--- config.mk ---
export PLATFORM = sky130hd
export DESIGN_NAME = shuffled_minimal_standard_prng_top
export DESIGN_NICKNAME = d
export VERILOG_FILES = /design/src/hdl/smsprng_pkg.sv /design/src/hdl/smsprng_ram.sv /design/src/hdl/smsprng_ctrl.sv /design/src/hdl/smsprng_dp.sv /design/src/hdl/shuffled_minimal_standard_prng_top.sv
export SDC_FILE = /design/constraint.sdc
export NUM_CORES = 2
export LEC_CHECK = 0
export BUFFER_PORTS_ARGS = -buffer_cell sky130_fd_sc_hd__buf_2
export CAP_MARGIN = 10
export CORE_MARGIN = 3
export CORE_UTILIZATION = 68
export CTS_CLUSTER_DIAMETER = 80
export DETAILED_ROUTE_END_ITERATION = 10
export PLACE_DENSITY = 0.95
export SETUP_SLACK_MARGIN = 0.02
export SYNTH_ARGS = -nofsm -noshare
export SYNTH_HDL_FRONTEND = slang
export SYNTH_HIERARCHICAL = 1
export SYNTH_SLANG_ARGS = --single-unit
--- constraint.sdc ---
create_clock -name clk_i -period 18.5 [get_ports clk_i]
set_clock_uncertainty 0.15 [all_clocks]
set_input_delay 0.925 -clock clk_i [delete_from_list [all_inputs] [get_ports clk_i]]
set_output_delay 0.925 -clock clk_i [all_outputs]
set_load 0.01 [all_outputs]
--- src/hdl/smsprng_pkg.sv ---
// ----------------------------------------------------------------------------
// smsprng_pkg
// Shared types and constants for the shuffled minimal-standard generator.
// ----------------------------------------------------------------------------
package smsprng_pkg;

  // width of the generator word and of every table entry
  localparam int unsigned DATA_W = 31;

  // multiplier width and the full product width
  localparam int unsigned MULT_W = 15;
  localparam int unsigned PROD_W = DATA_W + MULT_W;

  localparam logic [MULT_W-1:0] LCG_MULT = 15'd16807;
  localparam logic [DATA_W-1:0] LCG_MOD  = 31'h7FFF_FFFF;
  localparam logic [DATA_W-1:0] SEED_ONE = 31'd1;

  // width of the op selector on the input side
  localparam int unsigned OP_W = 1;
  localparam logic [OP_W-1:0] OP_DRAW   = 1'b0;
  localparam logic [OP_W-1:0] OP_RESEED = 1'b1;

  // controller states
  typedef enum logic [2:0] {
    ST_IDLE,
    ST_WARM_MUL,
    ST_WARM_RED,
    ST_DRAW_MUL,
    ST_DRAW_RED,
    ST_DRAW_SWAP
  } state_e;

  // commands from the controller to the datapath
  typedef struct packed {
    logic start_warm;
    logic use_seed;
    logic warm_mul;
    logic warm_red;
    logic draw_mul;
    logic draw_red;
    logic draw_swap;
  } cmd_t;

  // status from the datapath to the controller
  typedef struct packed {
    logic need_warm;
    logic warm_last;
  } sts_t;

endpackage

--- src/hdl/smsprng_ram.sv ---
// ----------------------------------------------------------------------------
// smsprng_ram
// Generic single-write, single-read RAM with registered read data.
// ----------------------------------------------------------------------------
module smsprng_ram #(
  parameter int unsigned WIDTH = 31,
  parameter int unsigned DEPTH = 32
) (
  input  logic                     clk_i,
  input  logic                     we_i,
  input  logic [$clog2(DEPTH)-1:0] waddr_i,
  input  logic [WIDTH-1:0]         wdata_i,
  input  logic [$clog2(DEPTH)-1:0] raddr_i,
  output logic [WIDTH-1:0]         rdata_o
);

  logic [WIDTH-1:0] mem_q [DEPTH];
  logic [WIDTH-1:0] rdata_q;

  // write port
  always_ff @(posedge clk_i) begin
    if (we_i) begin
      mem_q[waddr_i] <= wdata_i;
    end
  end

  // registered read port
  always_ff @(posedge clk_i) begin
    rdata_q <= mem_q[raddr_i];
  end

  assign rdata_o = rdata_q;

endmodule

--- src/hdl/smsprng_ctrl.sv ---
// ----------------------------------------------------------------------------
// smsprng_ctrl
// Sequencer for warm-up, draw and output hand-off.
// ----------------------------------------------------------------------------
module smsprng_ctrl (
  input  logic                                clk_i,
  input  logic                                rst_ni,
  input  logic                                in_valid_i,
  output logic                                in_ready_o,
  input  logic [smsprng_pkg::OP_W-1:0]        op_i,
  output logic                                out_valid_o,
  input  logic                                out_ready_i,
  input  smsprng_pkg::sts_t                   sts_i,
  output smsprng_pkg::cmd_t                   cmd_o
);

  smsprng_pkg::state_e state_q, state_d;
  logic                out_valid_q, out_valid_d;
  logic                accept;
  logic                go_warm;

  // item accepted only in idle with the output slot free or draining
  assign in_ready_o = (state_q == smsprng_pkg::ST_IDLE) && (!out_valid_q || out_ready_i);
  assign accept     = in_valid_i && in_ready_o;
  assign go_warm    = (op_i == smsprng_pkg::OP_RESEED) || sts_i.need_warm;

  // next state
  always_comb begin
    state_d = state_q;
    case (state_q)
      smsprng_pkg::ST_IDLE: begin
        if (accept) begin
          state_d = go_warm ? smsprng_pkg::ST_WARM_MUL : smsprng_pkg::ST_DRAW_MUL;
        end
      end
      smsprng_pkg::ST_WARM_MUL: begin
        state_d = smsprng_pkg::ST_WARM_RED;
      end
      smsprng_pkg::ST_WARM_RED: begin
        state_d = sts_i.warm_last ? smsprng_pkg::ST_DRAW_MUL : smsprng_pkg::ST_WARM_MUL;
      end
      smsprng_pkg::ST_DRAW_MUL: begin
        state_d = smsprng_pkg::ST_DRAW_RED;
      end
      smsprng_pkg::ST_DRAW_RED: begin
        state_d = smsprng_pkg::ST_DRAW_SWAP;
      end
      smsprng_pkg::ST_DRAW_SWAP: begin
        state_d = smsprng_pkg::ST_IDLE;
      end
      default: begin
        state_d = smsprng_pkg::ST_IDLE;
      end
    endcase
  end

  // datapath commands
  always_comb begin
    cmd_o            = '0;
    cmd_o.start_warm = accept && go_warm;
    cmd_o.use_seed   = (op_i == smsprng_pkg::OP_RESEED);
    case (state_q)
      smsprng_pkg::ST_WARM_MUL:  cmd_o.warm_mul  = 1'b1;
      smsprng_pkg::ST_WARM_RED:  cmd_o.warm_red  = 1'b1;
      smsprng_pkg::ST_DRAW_MUL:  cmd_o.draw_mul  = 1'b1;
      smsprng_pkg::ST_DRAW_RED:  cmd_o.draw_red  = 1'b1;
      smsprng_pkg::ST_DRAW_SWAP: cmd_o.draw_swap = 1'b1;
      default: begin
      end
    endcase
  end

  // output valid flag
  always_comb begin
    out_valid_d = out_valid_q;
    if (out_valid_q && out_ready_i) begin
      out_valid_d = 1'b0;
    end
    if (state_q == smsprng_pkg::ST_DRAW_SWAP) begin
      out_valid_d = 1'b1;
    end
  end

  always_ff @(posedge clk_i or negedge rst_ni) begin
    if (!rst_ni) begin
      state_q     <= smsprng_pkg::ST_IDLE;
      out_valid_q <= 1'b0;
    end else begin
      state_q     <= state_d;
      out_valid_q <= out_valid_d;
    end
  end

  assign out_valid_o = out_valid_q;

endmodule

--- src/hdl/smsprng_dp.sv ---
// ----------------------------------------------------------------------------
// smsprng_dp
// Generator datapath: modular multiply, shuffle table, slot select, output.
// ----------------------------------------------------------------------------
module smsprng_dp #(
  parameter int unsigned TABLE_DEPTH = 32
) (
  input  logic                               clk_i,
  input  logic                               rst_ni,
  input  smsprng_pkg::cmd_t                  cmd_i,
  output smsprng_pkg::sts_t                  sts_o,
  input  logic [smsprng_pkg::DATA_W-1:0]     seed_i,
  output logic [smsprng_pkg::DATA_W-1:0]     random_value_o,
  output logic [smsprng_pkg::DATA_W-1:0]     generator_word_o
);

  localparam int unsigned DW = smsprng_pkg::DATA_W;
  localparam int unsigned PW = smsprng_pkg::PROD_W;
  localparam int unsigned AW = $clog2(TABLE_DEPTH);
  localparam int unsigned CW = $clog2(TABLE_DEPTH + 8);
  // slot divisor and its truncated reciprocal scaled by 2^31
  localparam logic [DW-1:0] SLOT_DIV =
    DW'(64'd1 + (64'h7FFF_FFFE / 64'(TABLE_DEPTH)));
  localparam int unsigned QW = 7;
  localparam logic [QW-1:0] SLOT_RCP = QW'(64'h8000_0000 / 64'(SLOT_DIV));
  localparam int unsigned EW = DW + QW;

  logic [DW-1:0] lcg_q;
  logic [DW-1:0] last_q;
  logic [PW-1:0] prod_q;
  logic [CW-1:0] cnt_q;
  logic [QW-1:0] slot_est_q;
  logic [AW-1:0] slot_q;
  logic [DW-1:0] rand_q;
  logic [DW-1:0] gen_q;

  logic [DW-1:0] seed_val;
  logic [DW:0]   red_sum;
  logic [DW-1:0] red;
  logic [EW-1:0] est_prod;
  logic [EW-1:0] back_prod;
  logic [EW-1:0] rem;
  logic [QW-1:0] slot_inc;
  logic [AW-1:0] slot_fix;
  logic          cnt_in_table;

  logic          ram_we;
  logic [AW-1:0] ram_waddr;
  logic [DW-1:0] ram_wdata;
  logic [DW-1:0] ram_rdata;

  // seed mapping: zero and the modulus itself both become one
  always_comb begin
    seed_val = smsprng_pkg::SEED_ONE;
    if (cmd_i.use_seed && seed_i != '0 && seed_i != smsprng_pkg::LCG_MOD) begin
      seed_val = seed_i;
    end
  end

  // mersenne reduction of the registered product
  assign red_sum = {1'b0, prod_q[DW-1:0]} + (DW+1)'(prod_q[PW-1:DW]);
  assign red     = (red_sum >= {1'b0, smsprng_pkg::LCG_MOD})
                 ? DW'(red_sum - {1'b0, smsprng_pkg::LCG_MOD})
                 : red_sum[DW-1:0];

  // slot estimate from the previous output, low by at most one
  assign est_prod = EW'(last_q) * EW'(SLOT_RCP);

  // slot correction and guard clamp
  assign back_prod = EW'(slot_est_q) * EW'(SLOT_DIV);
  assign rem       = EW'(last_q) - back_prod;
  assign slot_inc  = (rem >= EW'(SLOT_DIV)) ? slot_est_q + QW'(1) : slot_est_q;
  assign slot_fix  = (slot_inc >= QW'(TABLE_DEPTH)) ? AW'(TABLE_DEPTH - 1)
                                                    : slot_inc[AW-1:0];

  assign cnt_in_table = (cnt_q < CW'(TABLE_DEPTH));

  // generator, warm-up counter and previous-output registers
  always_ff @(posedge clk_i or negedge rst_ni) begin
    if (!rst_ni) begin
      lcg_q  <= smsprng_pkg::SEED_ONE;
      last_q <= '0;
      cnt_q  <= '0;
    end else begin
      if (cmd_i.start_warm) begin
        lcg_q <= seed_val;
        cnt_q <= CW'(TABLE_DEPTH + 7);
      end
      if (cmd_i.warm_red) begin
        lcg_q <= red;
        cnt_q <= cnt_q - CW'(1);
        if (cnt_q == '0) begin
          last_q <= red;
        end
      end
      if (cmd_i.draw_red) begin
        lcg_q <= red;
      end
      if (cmd_i.draw_swap) begin
        last_q <= ram_rdata;
      end
    end
  end

  // product, slot and output payload registers
  always_ff @(posedge clk_i) begin
    if (cmd_i.warm_mul || cmd_i.draw_mul) begin
      prod_q <= PW'(lcg_q) * PW'(smsprng_pkg::LCG_MULT);
    end
    if (cmd_i.draw_mul) begin
      slot_est_q <= est_prod[EW-1:DW];
    end
    if (cmd_i.draw_red) begin
      slot_q <= slot_fix;
    end
    if (cmd_i.draw_swap) begin
      rand_q <= ram_rdata;
      gen_q  <= lcg_q;
    end
  end

  // shuffle table port control
  assign ram_we    = (cmd_i.warm_red && cnt_in_table) || cmd_i.draw_swap;
  assign ram_waddr = cmd_i.warm_red ? cnt_q[AW-1:0] : slot_q;
  assign ram_wdata = cmd_i.warm_red ? red : lcg_q;

  smsprng_ram #(
    .WIDTH (DW),
    .DEPTH (TABLE_DEPTH)
  ) u_table (
    .clk_i   (clk_i),
    .we_i    (ram_we),
    .waddr_i (ram_waddr),
    .wdata_i (ram_wdata),
    .raddr_i (slot_fix),
    .rdata_o (ram_rdata)
  );

  assign sts_o.need_warm = (last_q == '0);
  assign sts_o.warm_last = (cnt_q == '0);

  assign random_value_o   = rand_q;
  assign generator_word_o = gen_q;

endmodule

--- src/hdl/shuffled_minimal_standard_prng_top.sv ---
// ----------------------------------------------------------------------------
// shuffled_minimal_standard_prng_top
// Park-Miller minimal-standard generator with a Bays-Durham shuffle table.
// ----------------------------------------------------------------------------
// Each input item draws one 31-bit number; tuser selects a plain draw or a
// reseed from tdata. A plain draw runs one multiply by 16807, one reduction
// modulo 2^31-1, then a registered read and write-back of the shuffle table
// before its result is offered; no new item is taken while a draw is in
// progress. A reseed, and the first draw after reset, first runs a warm-up of
// TABLE_DEPTH + 8 generator steps, each a multiply and a reduction on the
// shared multiplier. The next item is accepted once the block is idle and the
// previous result has been taken or is being taken.
module shuffled_minimal_standard_prng_top #(
  parameter int unsigned TABLE_DEPTH = 32
) (
  input  logic        clk_i,
  input  logic        rst_ni,
  // input item
  input  logic        s_axis_tvalid_i,
  output logic        s_axis_tready_o,
  input  logic [31:0] s_axis_tdata_i,  // [30:0] seed, [31] zero pad
  input  logic [0:0]  s_axis_tuser_i,  // [0] op
  // result item
  output logic        m_axis_tvalid_o,
  input  logic        m_axis_tready_i,
  output logic [63:0] m_axis_tdata_o   // [30:0] random_value, [61:31] generator_word,
                                       // [63:62] zero pad
);

  smsprng_pkg::cmd_t               cmd;
  smsprng_pkg::sts_t               sts;
  logic [smsprng_pkg::DATA_W-1:0]  random_value;
  logic [smsprng_pkg::DATA_W-1:0]  generator_word;

  // sequencer
  smsprng_ctrl u_ctrl (
    .clk_i       (clk_i),
    .rst_ni      (rst_ni),
    .in_valid_i  (s_axis_tvalid_i),
    .in_ready_o  (s_axis_tready_o),
    .op_i        (s_axis_tuser_i),
    .out_valid_o (m_axis_tvalid_o),
    .out_ready_i (m_axis_tready_i),
    .sts_i       (sts),
    .cmd_o       (cmd)
  );

  // generator datapath
  smsprng_dp #(
    .TABLE_DEPTH (TABLE_DEPTH)
  ) u_dp (
    .clk_i            (clk_i),
    .rst_ni           (rst_ni),
    .cmd_i            (cmd),
    .sts_o            (sts),
    .seed_i           (s_axis_tdata_i[smsprng_pkg::DATA_W-1:0]),
    .random_value_o   (random_value),
    .generator_word_o (generator_word)
  );

  // pack the result item
  assign m_axis_tdata_o = {2'b00, generator_word, random_value};

endmodule
==> impl_metrics.yaml <==
worst_setup_path:
  cp_max_fo: 8
  crit_arrival_ns: 8.14
  critPathKind: "reg -> reg"
  crit_slowest_cell: "dfrtp_1"
  critical_path.endpoint_type: "register"
  path_cells: "inv_1 -> fa_1 -> inv_1 -> ha_1 -> inv_1 -> fa_1 -> inv_1 -> fa_1 -> fa_1 -> inv_1 -> fa_1 -> inv_1 -> ha_1 -> and4_1 -> and2_1 -> nand3_1 -> o221ai_1 -> o311ai_0 -> a311oi_1 -> o211ai_1 -> a21oi_1 -> o21a_1 -> xnor2_1"
  path_common_cell: "inv_1"
  critical_path_required_ns: 18.80
  crit_path_start_kind: "register"
  max_stage_delay_ns: 0.80
sta:
  worst_slew_pin_slew_ns: 1.29
  finalSetupViolations: 0
  slew_headroom_pct: 14.1
  fin_setup_tns_ns: 0
  fin_crit_ns: 7.84
  final_max_slew_viol_count: 0
  fmax_ghz: 0.127
  rsz0062_at_grt: "false"
  hold_violations: 0
  setup_slack_ns: 10.66
  fin_crit_sh_pct: 42.4
global_route:
  track_usage_pct: 37.1
  grt_pass1_vias: 37400
  grt-ovfl-total: 0
  grt_pass1_wl_um: 237000
  antenna_found_initial: 9
  grt_max_degree: 103
layout:
  n_fill_cell: 4295
  fin_util_pct: 76.0
  drive_above_1_share_pct: 11.3
  nNetsFinal: 4472
  syn_to_final_growth_pct: 10.3
floorplanning:
  die_h_um: 295
  pin_count: 103
  dieArea_um2: 87000
  core-area_um2: 82400
  core.rowCount: 105
  start_util_pct: 69.0
  die_width_um: 295
min_path:
  hold_class: "in -> async"
yosys:
  synth_compound_area_share_pct: 7.69
  synth_mux_area_share_pct: 9.12
  synthCells: 3974
  yosys.cell_types.count: 94
  syn_area_um2: 56800
  synth_seq_cells: 1213
  synth_simple_gate_area_share_pct: 5.83
  synth-xor-area-share_pct: 1.18
  synth_top_family_by_area: "adder cells"
  synth-adder-area-share_pct: 9.40
  synthArstFlopShare_pct: 5.94
  synth_edf_count: 1110
  synth.avg_cell_area_um2: 14.3
  synth-seq-area-share_pct: 62.9
  ys_warn_count: 6
  synth_flop_cell: "edfxtp_1"
placed_design:
  place_ws_ns: 10.78
  gp_congestion: 0.980
  io_buffers: 99
  dp_hpwl_um: 92300
route:
  wirelength_um: 169000
  drt_iter0_drc: 6505
  dr.pass1.iters: 7
  viasPerCell: 7.17
  wl_per_cell_um: 32.2
  drc: 0
  route.vias.total: 37700
  ant_nets: 0
job:
  drv_cap: 0
clock_tree:
  cts_root_buffer: "clkbuf_16"
  hold_buffers: 0
  cts_tree: "built"
  htreeDepth: 3
  clkTransAtPathRegs_ns: 0.07
  clock_path_buffers: 3
  clkSinkCount: 1213
  cts_setup_buffers: 0
  clkLatencyLatePin_ns: 0.72
  cts.repair.resized: 0
  cts_buffers: 110
status:
  outcome: "finished, final reports clean"
[Yosys cell counts (9+ instances only)]
cell | count | area, um^2
edfxtp_1 | 1110 | 33300
mux2i_1 | 503 | 5030
inv_1 | 321 | 1200
ha_1 | 211 | 2640
a21oi_1 | 197 | 986
nand2_1 | 182 | 683
fa_1 | 135 | 2700
nand3_1 | 133 | 666
a22oi_1 | 113 | 848
nor2_1 | 109 | 409
clkbuf_1 | 80 | 300
nor3_1 | 72 | 360
dfrtp_1 | 71 | 1780
o21ai_0 | 70 | 350
a22o_1 | 65 | 569
xnor2_1 | 52 | 455
buf_4 | 45 | 338
a31oi_1 | 41 | 257
buf_2 | 40 | 200
dfxtp_1 | 31 | 621
a21o_1 | 28 | 210
nand4_1 | 26 | 163
xor2_1 | 23 | 201
nor4_1 | 21 | 131
o21ai_1 | 21 | 105
o31ai_1 | 18 | 135
a211oi_1 | 16 | 120
nor3b_1 | 15 | 113
nor2b_1 | 13 | 81.3
mux2_2 | 12 | 135
and3_1 | 11 | 68.8
nand2b_1 | 11 | 68.8
nand3b_1 | 10 | 75.1
buf_1 | 9 | 33.8
[worst max-delay path: cells and delay by family, from the launching register on]
kind / cells / cell delay [ns]
fa+ha+maj: 7 / 3.29
compound gates: 6 / 2.02
flops: 1 / 0.80
simple gates: 3 / 0.68
buf+inv: 6 / 0.52
xor+xnor: 1 / 0.12
[layout by cell type, fill, tap and decap left out, types with 41 or more instances in the layout]
| cell | netlist | routed |
|---|---|---|
| nand2_1 | 182 | 182 |
| buf_2 | 40 | 98 |
| nor3_1 | 72 | 72 |
| nand3_1 | 133 | 133 |
| dfrtp_1 | 71 | 71 |
| nor2_1 | 109 | 74 |
| ha_1 | 211 | 211 |
| edfxtp_1 | 1110 | 1110 |
| inv_1 | 321 | 321 |
| xnor2_1 | 52 | 52 |
| a22o_1 | 65 | 65 |
| clkbuf_16 | 0 | 111 |
| mux2i_1 | 503 | 503 |
| o21ai_0 | 70 | 62 |
| buf_4 | 45 | 76 |
| a22oi_1 | 113 | 113 |
| a31oi_1 | 41 | 41 |
| a21oi_1 | 197 | 186 |
| fa_1 | 135 | 135 |
[layout make-up]
cell class	count	area, um^2	share of cell area, %
diodes	4	10.0	0.0160
clock buffers	153	3120	4.97
clock inverters	56	573	0.915
inverters	321	1200	1.92
multi-input cells	2257	19400	30.9
flip-flops and latches	1213	35800	57.1
well taps	1070	1340	2.14
repair buffers	186	1280	2.04
[cell families (layout without fill, tap and decap cells)]
family	after synthesis	after routing
muxes	516	516
xor gates and xnor gates	76	76
and+or+nand+nor	662	662
adders and majority gates	346	346
AOI/OAI and AO/OA	655	655
DFF	1213	1213
other	1	6
buffers and inverters	505	716
[through the flow]
stage          std cells  area (um^2)  hold WS, ns
2_1_floorplan       3975        56800        0.258
3_3_place_gp        5036        58700        0.267
3_5_place_dp        5036        58700        0.269
4_1_cts             5245        62400        0.284
5_1_grt             5259        62600        0.298
6_report            5260        62600        0.241
[final timing paths]
kind	from	to	slack, ns	depth (start not counted)
max in group asynchronous	rst_ni	u_dp/lcg_q[23]	17.25	1
worst max register to register	u_dp/lcg_q[23]	u_dp/prod_q[44]	10.66	23
worst min-delay path	rst_ni	u_dp/lcg_q[2]	0.24	1
worst min register to register	u_dp/u_table/rdata_o[16]	u_dp/random_value_o[16]	0.30	0
min in group clk_i	u_dp/u_table/rdata_o[16]	u_dp/random_value_o[16]	0.30	0
worst max-delay path	u_dp/lcg_q[23]	u_dp/prod_q[44]	10.66	23
[state kept, by name (all words and copies together) (netlist names)]
name                   flops
u_dp/u_table/mem_q       992
u_dp/generator_word_o     31
u_ctrl/out_valid_o         1
u_dp/slot_est_q            5
u_dp/random_value_o       31
u_dp/last_q               31
u_dp/u_table/rdata_o      31
u_ctrl/state_q             3
u_dp/slot_q                5
u_dp/lcg_q                31
u_dp/cnt_q                 6
u_dp/prod_q               46
[per-layer routing]
layer / global-route usage [%] / routed length (um) / vias up
li1: - / - / 15100
met1: 46.0 / 53100 / 18000
met2: 59.5 / 79000 / 3648
met3: 8.06 / 23300 / 939
met4: 25.0 / 13900 / 8
met5: 0 / 49 / -
Power is not shown: default switching activity piles up to over one toggle a cycle in this logic, so the estimate is an artifact.
